File: config.mk
export PLATFORM = sky130hd
export DESIGN_NAME = lru_page_replacement_unit
export DESIGN_NICKNAME = d
export VERILOG_FILES = /design/src/hdl/lrupr_pkg.sv /design/src/hdl/lru_page_replacement_unit.sv /design/src/hdl/lrupr_cell.sv
export SDC_FILE = /design/constraint.sdc
export NUM_CORES = 2
export LEC_CHECK = 0
export CORE_MARGIN = 3
export CORE_UTILIZATION = 45
export CTS_BUF_LIST = sky130_fd_sc_hd__clkbuf_2
export DETAILED_ROUTE_END_ITERATION = 10
export DONT_BUFFER_PORTS = 1
export HOLD_SLACK_MARGIN = 0.06
export PLACE_DENSITY = 0.66
export SETUP_SLACK_MARGIN = 0.02
export SYNTH_ARGS = -nofsm -noshare
export SYNTH_HDL_FRONTEND = slang
export SYNTH_SLANG_ARGS = --single-unit
export TNS_END_PERCENT = 50
File: constraint.sdc
create_clock -name clk_i -period 8.2 [get_ports clk_i]
set_input_delay 0.82 -clock clk_i [delete_from_list [all_inputs] [get_ports clk_i]]
set_output_delay 0.82 -clock clk_i [all_outputs]
set_load 0.01 [all_outputs]
File: src/hdl/lrupr_pkg.sv
// LRU page replacement: shared constants and control structs.
// Used by lrupr_cell and lru_page_replacement_unit; depends on nothing.
`timescale 1ns / 1ps

package lrupr_pkg;

  localparam int FRAME_COUNT_DEF = 16;
  localparam int PAGE_BITS_DEF   = 16;

  localparam int PAGE_PORT_W  = 16;
  localparam int SLOT_PORT_W  = 4;
  localparam int FAULT_W      = 32;
  localparam int CFG_W        = 5;

  localparam logic [CFG_W-1:0]   CFG_RESET = 5'd16;
  localparam logic [FAULT_W-1:0] FAULT_MAX = '1;

  typedef struct packed {
    logic active;
    logic hit;
    logic best_valid;
  } scan_ctl_t;

  typedef struct packed {
    logic flush;
    logic touch;
    logic write;
  } cell_cmd_t;

endpackage

File: src/hdl/lru_page_replacement_unit.sv
// LRU page replacement unit: top level with the chain of frame cells.
// Depends on lrupr_pkg and lrupr_cell.
//
// Usage:
//   Raise start_i with page_number_i; the item is taken at a clock edge where
//   start_i is high and busy_o is low. busy_o stays high until the result.
//   The lookup walks the chain of FRAME_COUNT cells, one cell per cycle, and the
//   result is registered after the tail cell; busy_o falls as result_valid_o
//   rises, so a new item can already be taken at the edge that ends the result.
//   Only one item is in the chain at a time.
//   The result (hit_o, frame_slot_o, evicted_o, evicted_page_o, fault_total_o)
//   is shown for exactly one cycle with result_valid_o high; the receiver
//   cannot stall it, so it must take it in that cycle.
//   The frame count is written on cfg_data_i with cfg_valid_i while
//   cfg_ready_o is high (block idle); a write flushes the frame table and
//   keeps the fault count. Values 0 act as 1, values above FRAME_COUNT act
//   as FRAME_COUNT.
//   Reset empties the table, sets the frame count to 16 (clamped) and clears
//   the fault count.
`timescale 1ns / 1ps

module lru_page_replacement_unit
  import lrupr_pkg::*;
#(
  parameter int FRAME_COUNT = FRAME_COUNT_DEF,
  parameter int PAGE_BITS   = PAGE_BITS_DEF
) (
  input  logic                   clk_i,
  input  logic                   rst_ni,
  input  logic                   start_i,
  output logic                   busy_o,
  input  logic [PAGE_PORT_W-1:0] page_number_i,
  output logic                   result_valid_o,
  output logic                   hit_o,
  output logic [SLOT_PORT_W-1:0] frame_slot_o,
  output logic                   evicted_o,
  output logic [PAGE_PORT_W-1:0] evicted_page_o,
  output logic [FAULT_W-1:0]     fault_total_o,
  input  logic                   cfg_valid_i,
  output logic                   cfg_ready_o,
  input  logic [CFG_W-1:0]       cfg_data_i
);

  localparam int SLOT_W = (FRAME_COUNT > 1) ? $clog2(FRAME_COUNT) : 1;
  localparam int CNT_W  = $clog2(FRAME_COUNT + 1);
  localparam logic [CNT_W-1:0] E_RESET =
    (int'(CFG_RESET) > FRAME_COUNT) ? CNT_W'(FRAME_COUNT) : CNT_W'(CFG_RESET);

  logic                 busy_q;
  logic                 launch_q;
  logic [PAGE_BITS-1:0] key_q;
  logic [CNT_W-1:0]     e_q, e_d;
  logic [CNT_W-1:0]     filled_q;
  logic [FAULT_W-1:0]   fault_q;
  logic                 accept;
  logic                 cfg_write;

  scan_ctl_t            ctl       [0:FRAME_COUNT];
  logic [SLOT_W-1:0]    hit_slot  [0:FRAME_COUNT];
  logic [SLOT_W-1:0]    hit_rank  [0:FRAME_COUNT];
  logic [SLOT_W-1:0]    fill_rank [0:FRAME_COUNT];
  logic [SLOT_W-1:0]    best_rank [0:FRAME_COUNT];
  logic [SLOT_W-1:0]    best_slot [0:FRAME_COUNT];
  logic [PAGE_BITS-1:0] best_page [0:FRAME_COUNT];

  cell_cmd_t            cmd;
  logic [SLOT_W-1:0]    cmd_slot;
  logic [SLOT_W-1:0]    cmd_rank;
  scan_ctl_t            tail;
  logic                 do_fill;
  logic                 do_evict;

  logic                 result_valid_q;
  logic                 hit_q;
  logic [SLOT_PORT_W-1:0] slot_q;
  logic                 evicted_q;
  logic [PAGE_PORT_W-1:0] evicted_page_q;

  assign accept    = start_i && !busy_q;
  assign cfg_write = cfg_valid_i && !busy_q;

  always_comb begin
    if (cfg_data_i == '0) begin
      e_d = CNT_W'(1);
    end else if (32'(cfg_data_i) > FRAME_COUNT) begin
      e_d = CNT_W'(FRAME_COUNT);
    end else begin
      e_d = CNT_W'(cfg_data_i);
    end
  end

  // head of the chain
  assign ctl[0]       = '{active: launch_q, hit: 1'b0, best_valid: 1'b0};
  assign hit_slot[0]  = '0;
  assign hit_rank[0]  = '0;
  assign fill_rank[0] = '0;
  assign best_rank[0] = '0;
  assign best_slot[0] = '0;
  assign best_page[0] = '0;

  for (genvar g = 0; g < FRAME_COUNT; g++) begin : g_cell
    lrupr_cell #(
      .SLOT   (g),
      .SLOT_W (SLOT_W),
      .CNT_W  (CNT_W),
      .PAGE_W (PAGE_BITS)
    ) u_cell (
      .clk_i       (clk_i),
      .rst_ni      (rst_ni),
      .e_i         (e_q),
      .fill_idx_i  (filled_q),
      .key_i       (key_q),
      .cmd_i       (cmd),
      .cmd_slot_i  (cmd_slot),
      .cmd_rank_i  (cmd_rank),
      .cmd_page_i  (key_q),
      .ctl_i       (ctl[g]),
      .hit_slot_i  (hit_slot[g]),
      .hit_rank_i  (hit_rank[g]),
      .fill_rank_i (fill_rank[g]),
      .best_rank_i (best_rank[g]),
      .best_slot_i (best_slot[g]),
      .best_page_i (best_page[g]),
      .ctl_o       (ctl[g+1]),
      .hit_slot_o  (hit_slot[g+1]),
      .hit_rank_o  (hit_rank[g+1]),
      .fill_rank_o (fill_rank[g+1]),
      .best_rank_o (best_rank[g+1]),
      .best_slot_o (best_slot[g+1]),
      .best_page_o (best_page[g+1])
    );
  end

  // resolve the item at the tail of the chain
  assign tail     = ctl[FRAME_COUNT];
  assign do_fill  = !tail.hit && (filled_q < e_q);
  assign do_evict = !tail.hit && !do_fill && tail.best_valid;

  always_comb begin
    cmd       = '0;
    cmd.flush = cfg_write;
    cmd.touch = tail.active;
    cmd.write = tail.active && !tail.hit;
    if (tail.hit) begin
      cmd_slot = hit_slot[FRAME_COUNT];
      cmd_rank = hit_rank[FRAME_COUNT];
    end else if (do_fill) begin
      cmd_slot = SLOT_W'(filled_q);
      cmd_rank = fill_rank[FRAME_COUNT];
    end else begin
      cmd_slot = best_slot[FRAME_COUNT];
      cmd_rank = best_rank[FRAME_COUNT];
    end
  end

  always_ff @(posedge clk_i or negedge rst_ni) begin
    if (!rst_ni) begin
      busy_q         <= 1'b0;
      launch_q       <= 1'b0;
      e_q            <= E_RESET;
      filled_q       <= '0;
      fault_q        <= '0;
      result_valid_q <= 1'b0;
    end else begin
      launch_q       <= accept;
      result_valid_q <= tail.active;
      if (accept) begin
        busy_q <= 1'b1;
      end else if (tail.active) begin
        busy_q <= 1'b0;
      end
      if (cfg_write) begin
        e_q      <= e_d;
        filled_q <= '0;
      end else if (tail.active && do_fill) begin
        filled_q <= filled_q + 1'b1;
      end
      if (tail.active && !tail.hit && (fault_q != FAULT_MAX)) begin
        fault_q <= fault_q + 1'b1;
      end
    end
  end

  always_ff @(posedge clk_i) begin
    if (accept) begin
      key_q <= PAGE_BITS'(page_number_i);
    end
    if (tail.active) begin
      hit_q          <= tail.hit;
      slot_q         <= SLOT_PORT_W'(cmd_slot);
      evicted_q      <= do_evict;
      evicted_page_q <= do_evict ? PAGE_PORT_W'(best_page[FRAME_COUNT]) : '0;
    end
  end

  assign busy_o         = busy_q;
  assign cfg_ready_o    = !busy_q;
  assign result_valid_o = result_valid_q;
  assign hit_o          = hit_q;
  assign frame_slot_o   = slot_q;
  assign evicted_o      = evicted_q;
  assign evicted_page_o = evicted_page_q;
  assign fault_total_o  = fault_q;

  a_tail_gives_result: assert property (@(posedge clk_i) disable iff (!rst_ni)
    tail.active |=> result_valid_q)
    else $error("scan reached the tail without a result");

  a_result_frees_unit: assert property (@(posedge clk_i) disable iff (!rst_ni)
    result_valid_q |-> !busy_q)
    else $error("unit still busy while showing a result");

  a_hit_keeps_faults: assert property (@(posedge clk_i) disable iff (!rst_ni)
    result_valid_q && hit_q |-> $stable(fault_q))
    else $error("fault count moved on a hit");

  a_fill_bounded: assert property (@(posedge clk_i) disable iff (!rst_ni)
    filled_q <= e_q)
    else $error("fill count beyond frame count");

  a_evict_on_miss: assert property (@(posedge clk_i) disable iff (!rst_ni)
    result_valid_q && evicted_q |-> !hit_q)
    else $error("eviction reported on a hit");

endmodule

File: src/hdl/lrupr_cell.sv
// LRU page replacement: one frame cell holding page, valid bit and recency rank.
// Passes the lookup scan to its neighbor each cycle; depends on lrupr_pkg.
`timescale 1ns / 1ps

module lrupr_cell
  import lrupr_pkg::*;
#(
  parameter int SLOT   = 0,
  parameter int SLOT_W = 4,
  parameter int CNT_W  = 5,
  parameter int PAGE_W = 16
) (
  input  logic              clk_i,
  input  logic              rst_ni,
  input  logic [CNT_W-1:0]  e_i,
  input  logic [CNT_W-1:0]  fill_idx_i,
  input  logic [PAGE_W-1:0] key_i,
  input  cell_cmd_t         cmd_i,
  input  logic [SLOT_W-1:0] cmd_slot_i,
  input  logic [SLOT_W-1:0] cmd_rank_i,
  input  logic [PAGE_W-1:0] cmd_page_i,
  input  scan_ctl_t         ctl_i,
  input  logic [SLOT_W-1:0] hit_slot_i,
  input  logic [SLOT_W-1:0] hit_rank_i,
  input  logic [SLOT_W-1:0] fill_rank_i,
  input  logic [SLOT_W-1:0] best_rank_i,
  input  logic [SLOT_W-1:0] best_slot_i,
  input  logic [PAGE_W-1:0] best_page_i,
  output scan_ctl_t         ctl_o,
  output logic [SLOT_W-1:0] hit_slot_o,
  output logic [SLOT_W-1:0] hit_rank_o,
  output logic [SLOT_W-1:0] fill_rank_o,
  output logic [SLOT_W-1:0] best_rank_o,
  output logic [SLOT_W-1:0] best_slot_o,
  output logic [PAGE_W-1:0] best_page_o
);

  localparam logic [SLOT_W-1:0] MY_SLOT = SLOT_W'(SLOT);
  localparam logic [CNT_W-1:0]  MY_CNT  = CNT_W'(SLOT);

  logic [PAGE_W-1:0] page_q;
  logic              valid_q;
  logic [SLOT_W-1:0] rank_q;

  scan_ctl_t         ctl_d, ctl_q;
  logic [SLOT_W-1:0] hit_slot_d, hit_slot_q;
  logic [SLOT_W-1:0] hit_rank_d, hit_rank_q;
  logic [SLOT_W-1:0] fill_rank_d, fill_rank_q;
  logic [SLOT_W-1:0] best_rank_d, best_rank_q;
  logic [SLOT_W-1:0] best_slot_d, best_slot_q;
  logic [PAGE_W-1:0] best_page_d, best_page_q;
  logic              in_range;

  assign in_range = (MY_CNT < e_i);

  always_comb begin
    ctl_d       = ctl_i;
    hit_slot_d  = hit_slot_i;
    hit_rank_d  = hit_rank_i;
    fill_rank_d = fill_rank_i;
    best_rank_d = best_rank_i;
    best_slot_d = best_slot_i;
    best_page_d = best_page_i;
    if (ctl_i.active && in_range) begin
      if (valid_q && (page_q == key_i) && !ctl_i.hit) begin
        ctl_d.hit  = 1'b1;
        hit_slot_d = MY_SLOT;
        hit_rank_d = rank_q;
      end
      if (fill_idx_i == MY_CNT) begin
        fill_rank_d = rank_q;
      end
      if (rank_q >= best_rank_i) begin
        best_rank_d      = rank_q;
        best_slot_d      = MY_SLOT;
        best_page_d      = page_q;
        ctl_d.best_valid = valid_q;
      end
    end
  end

  // scan stage toward the neighbor
  always_ff @(posedge clk_i or negedge rst_ni) begin
    if (!rst_ni) begin
      ctl_q <= '0;
    end else begin
      ctl_q <= ctl_d;
    end
  end

  always_ff @(posedge clk_i) begin
    hit_slot_q  <= hit_slot_d;
    hit_rank_q  <= hit_rank_d;
    fill_rank_q <= fill_rank_d;
    best_rank_q <= best_rank_d;
    best_slot_q <= best_slot_d;
    best_page_q <= best_page_d;
  end

  // frame state
  always_ff @(posedge clk_i or negedge rst_ni) begin
    if (!rst_ni) begin
      valid_q <= 1'b0;
      rank_q  <= MY_SLOT;
    end else if (cmd_i.flush) begin
      valid_q <= 1'b0;
      rank_q  <= MY_SLOT;
    end else if (cmd_i.touch) begin
      if (cmd_slot_i == MY_SLOT) begin
        rank_q <= '0;
        if (cmd_i.write) begin
          valid_q <= 1'b1;
        end
      end else if (rank_q < cmd_rank_i) begin
        rank_q <= rank_q + 1'b1;
      end
    end
  end

  always_ff @(posedge clk_i) begin
    if (cmd_i.touch && cmd_i.write && (cmd_slot_i == MY_SLOT)) begin
      page_q <= cmd_page_i;
    end
  end

  assign ctl_o       = ctl_q;
  assign hit_slot_o  = hit_slot_q;
  assign hit_rank_o  = hit_rank_q;
  assign fill_rank_o = fill_rank_q;
  assign best_rank_o = best_rank_q;
  assign best_slot_o = best_slot_q;
  assign best_page_o = best_page_q;

endmodule

* Word level (Yosys, flattened, before mapping)
Cells that the tools add are included.
** Word-level totals
- Register bits :: 1035
- Input bits :: 25
- Output and inout port bits :: 57
- Logic and storage cells :: 829
** Operators by class
- Add/subtract/negate cells :: 18
- $lt $le $gt $ge :: 50
- Equal/unequal tests :: 47
- Muxes and demuxes :: 349
- Reduce and logical (&&, ||, !) cells :: 164
** Operators by type and width (number)
- 4-bit 2-to-1 mux :: 214
- 16-bit 2-to-1 mux :: 30
- 16-bit == test :: 16
- 1-bit 2-to-1 mux :: 85
- 1-bit logical AND :: 72
- 4-bit by 1-bit adder with 4-bit output (second input constant) :: 16
- 4-bit < comparator :: 16
- 4-bit greater-or-equal comparator :: 15
- 3-bit AND reduction :: 16
- 3-bit nonzero test :: 16
- 5-bit by 4-bit == test with 1-bit output (second input constant) :: 8
- 4-bit by 5-bit < comparator with 1-bit output (first input constant) :: 8
- 2-bit nonzero test :: 20
- 2-bit AND reduction :: 19
- 32-bit by 1-bit adder with 32-bit output (second input constant) :: 1
- 4-bit == test (second input constant) :: 8
- 2-bit 2-to-1 mux :: 16
- 32-bit inequality test (second input constant) :: 1
- 5-bit by 3-bit == test with 1-bit output (second input constant) :: 4
- 3-bit by 5-bit < comparator with 1-bit output (first input constant) :: 4
- 5-bit 2-to-1 mux :: 4
- 1-bit zero test :: 18
- 4-bit by 3-bit == test with 1-bit output (second input constant) :: 4
- 5-bit by 2-bit == test with 1-bit output (second input constant) :: 2
- other kinds (11) :: 15

* Logic depth before layout (Yosys ltp)
- Depth in word-level cells :: 9
- Mapped depth :: 17
- Depth with buffers taken out :: 16

* Modules after synthesis
A second synthesis with hierarchy kept.
** Unflattened totals
- Cell total of the unflattened synthesis :: 3532
- Area, all modules :: 43392.9 µm²
** By module, submodules not included
- lru_page_replacement_unit :: times used 1, cells each 289, area an instance 3593.4 µm², seq. area each 2268.4 µm²
- lrupr_cell at g_cell[7].u_cell :: times used 1, cells each 294, area an instance 2896.5 µm², seq. area each 1405.1 µm²
- lrupr_cell at g_cell[15].u_cell :: times used 1, cells each 297, area an instance 2884.0 µm², seq. area each 1406.3 µm²
- lrupr_cell at g_cell[5].u_cell :: times used 1, cells each 270, area an instance 2732.6 µm², seq. area each 1403.8 µm²
- lrupr_cell at g_cell[1].u_cell :: times used 1, cells each 269, area an instance 2728.9 µm², seq. area each 1402.6 µm²
- lrupr_cell at g_cell[14].u_cell :: times used 1, cells each 175, area an instance 2433.6 µm², seq. area each 1405.1 µm²
- lrupr_cell at g_cell[13].u_cell :: times used 1, cells each 175, area an instance 2426.1 µm², seq. area each 1405.1 µm²
- lrupr_cell at g_cell[8].u_cell :: times used 1, cells each 175, area an instance 2421.1 µm², seq. area each 1402.6 µm²
- lrupr_cell at g_cell[2].u_cell :: times used 1, cells each 173, area an instance 2407.3 µm², seq. area each 1402.6 µm²
- lrupr_cell at g_cell[0].u_cell :: times used 1, cells each 176, area an instance 2388.5 µm², seq. area each 1401.3 µm²
- lrupr_cell at g_cell[6].u_cell :: times used 1, cells each 179, area an instance 2377.3 µm², seq. area each 1403.8 µm²
- lrupr_cell at g_cell[11].u_cell :: times used 1, cells each 175, area an instance 2373.5 µm², seq. area each 1405.1 µm²
- lrupr_cell at g_cell[4].u_cell :: times used 1, cells each 180, area an instance 2362.3 µm², seq. area each 1402.6 µm²
- lrupr_cell at g_cell[10].u_cell :: times used 1, cells each 179, area an instance 2352.3 µm², seq. area each 1403.8 µm²
- +3 rows

* Least setup slack after synthesis
No wires, ideal clock.
- Path kind :: register -> register
- Start point :: register e_q[2]
- End point :: register g_cell[6].u_cell.rank_q[0]
- Library setup time :: 122 ps
- Arrival :: 4013 ps
- Data required time :: 8078 ps
- Setup slack :: 4066 ps
- Cell stages (with the launch flop) :: 17
- Buffers on the path :: 1
- Clock period less this slack :: 4134 ps
- Cells stage by stage :: dfrtp_1 clkbuf_1 inv_1 ha_1 o21a_1 o21a_1 a21oi_2 mux2i_1 nor2_1 a21oi_1 ha_1 o21a_1 o21ai_0 inv_1 o22ai_1 o21ai_0 a32o_1
** Between the ends
- Cells in the longest elaborated chain, start to end :: 8
- Elaborated cells between the ends (all ways) :: 13
- Classes of those cells :: order compare: 2; eq/ne: 1; mux: 7; reduce/logical: 3
** Ends and longest elaborated chain
- start, declared :: line lru_page_replacement_unit.sv:52 : logic [CNT_W-1:0] e_q, e_d;
- start signal, assigned :: line lru_page_replacement_unit.sv:160 : e_q <= E_RESET;
- start signal, assigned :: line lru_page_replacement_unit.sv:173 : e_q <= e_d;
- 5-bit < comparator (*) :: line lru_page_replacement_unit.sv:136 : assign do_fill = !tail.hit && (filled_q < e_q);
- 1-bit logical AND (*) :: line lru_page_replacement_unit.sv:136
- parallel branches: the longest is 6 deep, another holds 4-bit < comparator
- end signal, assigned :: line lrupr_cell.sv:115 : rank_q <= rank_q + 1'b1;
- end, declared :: line lrupr_cell.sv:43 : logic [SLOT_W-1:0] rank_q;
Mark *: on every way between the ends. The select of a mux whose other input is x is not followed.
A chain may end at the register's enable or synchronous reset.

* Final worst setup path
- Start point :: register e_q[2]
- End point :: register g_cell[1].u_cell.page_q[2], enable pin
** Between the ends
- Cells in the longest elaborated chain, start to end :: 6
** Ends and longest elaborated chain
- 5-bit < comparator :: line lru_page_replacement_unit.sv:136
- 1-bit logical AND :: line lru_page_replacement_unit.sv:136
- 4-bit 2-to-1 mux :: line lru_page_replacement_unit.sv:147 : end else if (do_fill) begin
- 4-bit 2-to-1 mux :: line lru_page_replacement_unit.sv:144 : if (tail.hit) begin
- 4-bit by 1-bit == test with 1-bit output :: line lrupr_cell.sv:121 : if (cmd_i.touch && cmd_i.write && (cmd_slot_i == MY_SLOT)) begin
- 1-bit logical AND :: line lrupr_cell.sv:121
- end signal, assigned :: line lrupr_cell.sv:122 : page_q <= cmd_page_i;
- end, declared :: line lrupr_cell.sv:41 : logic [PAGE_W-1:0] page_q;
Every way passes these cells.

==> flow_summary_export.csv <==
group,metric,value,unit
yosys,yosys.area.top_type,"dfxtp_1",
min_path,holdPathEnd,"e_q[2]",
final_layout,final_nets,3497,
detailed_routing,vias_per_cell,5.26,
clocking,cts_tree,"yes",
detailed_routing,drt_wl_total,95200,um
worst_setup_path,r2r-start,"e_q[2]",
placed_design,place.gp.congestion,0.870,
floorplan,io_pins,82,
placed_design,io_buffers,0,
timing,setup_tns,0,ns
clocking,postCtsSetupBuffers,0,
flow_run,cap_violations,0,
yosys,synth_cell_type_count,73,
placed_design,pre_cts_ws,3.79,ns
floorplan,chipWidth,304,um
yosys,syn_area_per_cell,12.8,um2
worst_setup_path,worst-r2r-setup-slack,3.61,ns
worst_setup_path,arrival,5.69,ns
min_path,hold_path_class,"in2reg",
yosys,ys_seq_area_frac,0.605,
yosys,synthCells,3109,
timing,tightest_slew,1.31,ns
global_routing,grt_max_degree,141,
timing,min_period,4.59,ns
timing,fmax,218,MHz
clocking,clock_sinks,1013,
timing,finalMaxSlewViolations,0,
power_and_ir_drop,powerDensity,322,nW/um2
floorplan,num_rows,108,
clocking,clockRootBuffer,"clkbuf_2",
yosys,synthFlopType,"dfxtp_1",
clocking,clk_latency,1.54,ns
global_routing,met2_usage,0.314,
yosys,ys_ff_latch,1013,
floorplan,die_area,92300,um2
global_routing,met1_usage,0.290,
worst_setup_path,r2r_end,"g_cell[1].u_cell.page_q[2]",
yosys,synth-simple-area-share,0.102,
power_and_ir_drop,peakVddDrop,0.000175,V
detailed_routing,ant_nets,0,
detailed_routing,drc,0,
detailed_routing,drt_iter0_markers,1675,
final_layout,syn2layout_area_growth,10.8,%
detailed_routing,first_pass_iters,5,
global_routing,grt_pass1_wl,147000,um
placed_design,dp_cells,4208,
status,outcome,"finished, final reports clean",
floorplan,initial_core_util,0.457,
power_and_ir_drop,power.total,14.3,mW
timing,rsz0062_at_grt,"no",
global_routing,first_global_vias,25078,
power_and_ir_drop,power.leakage,18.0,nW
yosys,synth_xor_xnor_area_share,0.0637,
worst_setup_path,crit_fanout,17,
floorplan,core,87300,um2
yosys,synth_edf_count,294,
yosys,yosysWarnings,0,
worst_setup_path,reg2regPathDepth,10,
yosys,synth_top_family_by_area,"multiplexers",
worst_setup_path,required,9.30,ns
final_layout,drive_above_1_share,0.269,
clocking,hold_buffers,47,
yosys,yosys.area.top_type_share,0.274,
timing,relSlewSlack,0.119,
clocking,cts_made_buffers,236,
timing,fin_skew,0.0866,ns
global_routing,antenna_found_initial,6,
final_layout,final_util,0.506,
yosys,synth_nets,3268,
worst_setup_path,start_kind,"flop",
clocking,htree_num_levels,4,
yosys,syn_area,39900,um2
yosys,synth_area_leaders,"dfxtp_1, edfxtp_1, mux2_2",
min_path,hold_depth,3,
clocking,cts-resized-gates,0,
placed_design,placed_area,41400,um2
min_path,min-delay-start,"cfg_data_i[2]",
timing,holdWs,0.295,ns
global_routing,grt-ovfl-total,0,
clocking,cts_buffer_depth,3,
yosys,yosys.area_share.adder,0.0420,
final_layout,final_cell_count_no_fill,4701,
timing,setup_slack,3.61,ns
timing,hold_violations,0,
placed_design,dp_hpwl,63000,um
final_layout,fillers,7801,
global_routing,gr-max-usage-layer,"met2",
timing,setup_viol,0,
detailed_routing,avgRoutedWirePerCell,20.3,um
worst_setup_path,cp-end-kind,"flop",
clocking,clk_pin_slew_worst_paths,0.11,ns
detailed_routing,vias,24726,
global_routing,gr-usage-all-layers,0.205,
yosys,synth_mux_area_frac,0.105,
yosys,async_reset_ff_frac,0.171,
final_layout,finalInstanceArea,44200,um2
floorplan,die_y,304,um
worst_setup_path,critical_path_class,"reg2reg",
timing,fin_crit_sh,0.559,
yosys,synth_compound_area_frac,0.0616,
global_routing,grt_util_met3,0.0422,
## layer usage
metal  wire [um]  vias to the layer above
met4        2000                        0
li1            -                    11687
met3        5490                      166
met1       45000                    12118
met5           0                        -
met2       42700                      755
## where the power goes
part           internal, mW  leakage (nW)  switching [mW]
Combinational          1.71          6.83            2.25
Clock                  1.33          1.76            2.01
Sequential             6.36          9.42           0.593
## kinds of logic after synthesis
family / after synthesis
buffers and inverters: 214
flip-flops: 1013
AO/OA/AOI/OAI: 370
XOR/XNOR: 290
AND/OR/NAND/NOR: 714
multiplexers: 374
adder cells (fa/ha/maj): 134
## layout by cell type, fill, tap and decap left out, types with 26 or more instances in the layout
cell	netlist	routed
a21o_1	35	35
a21oi_1	50	47
and2_1	58	58
buf_4	0	61
clkbuf_2	0	375
clkinv_1	2	46
dfrtp_1	140	139
dfstp_2	33	33
dfxtp_1	546	546
dlygate4sd3_1	0	45
edfxtp_1	294	294
ha_1	134	134
inv_1	92	92
mux2_2	362	362
nand2_1	130	129
nand2b_1	53	53
nand3_1	56	56
nand4_1	79	79
nor2_1	78	68
nor2b_1	49	42
nor3_1	26	26
nor4_1	41	41
o21a_1	38	38
o21ai_0	142	142
or2_2	48	48
xnor2_1	137	137
xor2_1	153	153
## Yosys cell counts (all sizes together), types with 7 or more instances
master and count:
o21ai 150, xnor2 137, mux2 362, nand4 79, buf 19, dfxtp 546, ha 134, and2 58
a21o 35, dfstp 33, nor4 49, edfxtp 294, nor3 27, nor2b 50, o31ai 10, mux2i 12
a211o 12, and4 15, nand2b 53, inv 95, o22ai 10, o21a 38, or2 48, or4 20
nand3 56, clkbuf 98, a211oi 12, dfrtp 140, nor2 79, a21oi 51, nor4b 7, xor2 153
and3 19, nand2 131
## sequential cells by signal (all words and copies together) (netlist names), 4 cells and up
signal,count
g_cell.u_cell.hit_rank_o,64
evicted_page_o,16
g_cell.u_cell.valid_q,16
key_q,16
g_cell.u_cell.best_page_o,256
fault_total_o,32
g_cell.u_cell.best_rank_o,64
g_cell.u_cell.fill_rank_o,64
g_cell.u_cell.page_q,256
g_cell.u_cell.hit_slot_o,49
e_q,5
g_cell.u_cell.best_slot_o,49
filled_q,5
g_cell.u_cell.ctl_o,48
g_cell.u_cell.rank_q,64
frame_slot_o,4
## final cells by class
cell class / count / area (um2) / share of cell area
diodes: 6 / 15.0 / 0.000340
repair buffers: 108 / 963 / 0.0218
clock inverters: 65 / 403 / 0.00911
flip-flops and latches: 1013 / 24100 / 0.546
multi-input cells: 1882 / 15000 / 0.339
well taps: 1155 / 1450 / 0.0327
inverters: 97 / 372 / 0.00841
clock buffers: 375 / 1880 / 0.0425
## worst max path at each step
stage	startpoint	endpoint	slack (ns)	depth (start not counted)
finish	e_q[2]	g_cell[1].u_cell.page_q[2]	3.61	10
global route	filled_q[2]	g_cell[1].u_cell.page_q[2]	3.48	9
CTS	e_q[2]	g_cell[1].u_cell.page_q[2]	3.74	10
detailed placement	e_q[2]	g_cell[1].u_cell.page_q[13]	3.79	10
global placement	e_q[2]	g_cell[1].u_cell.page_q[5]	3.91	10
floorplan	e_q[2]	g_cell[6].u_cell.rank_q[0]	4.07	16
## critical path: stages (launching register included)
cell and delay (ns):
dfrtp_1 0.51, inv_1 0.15, ha_1 0.31, o21a_1 0.19
o21a_1 0.28, and4_1 0.28, a311oi_4 0.80, inv_1 0.44
nor4_1 0.30, buf_4 0.21, and2b_1 0.72
(Power assumes the default switching activity.)
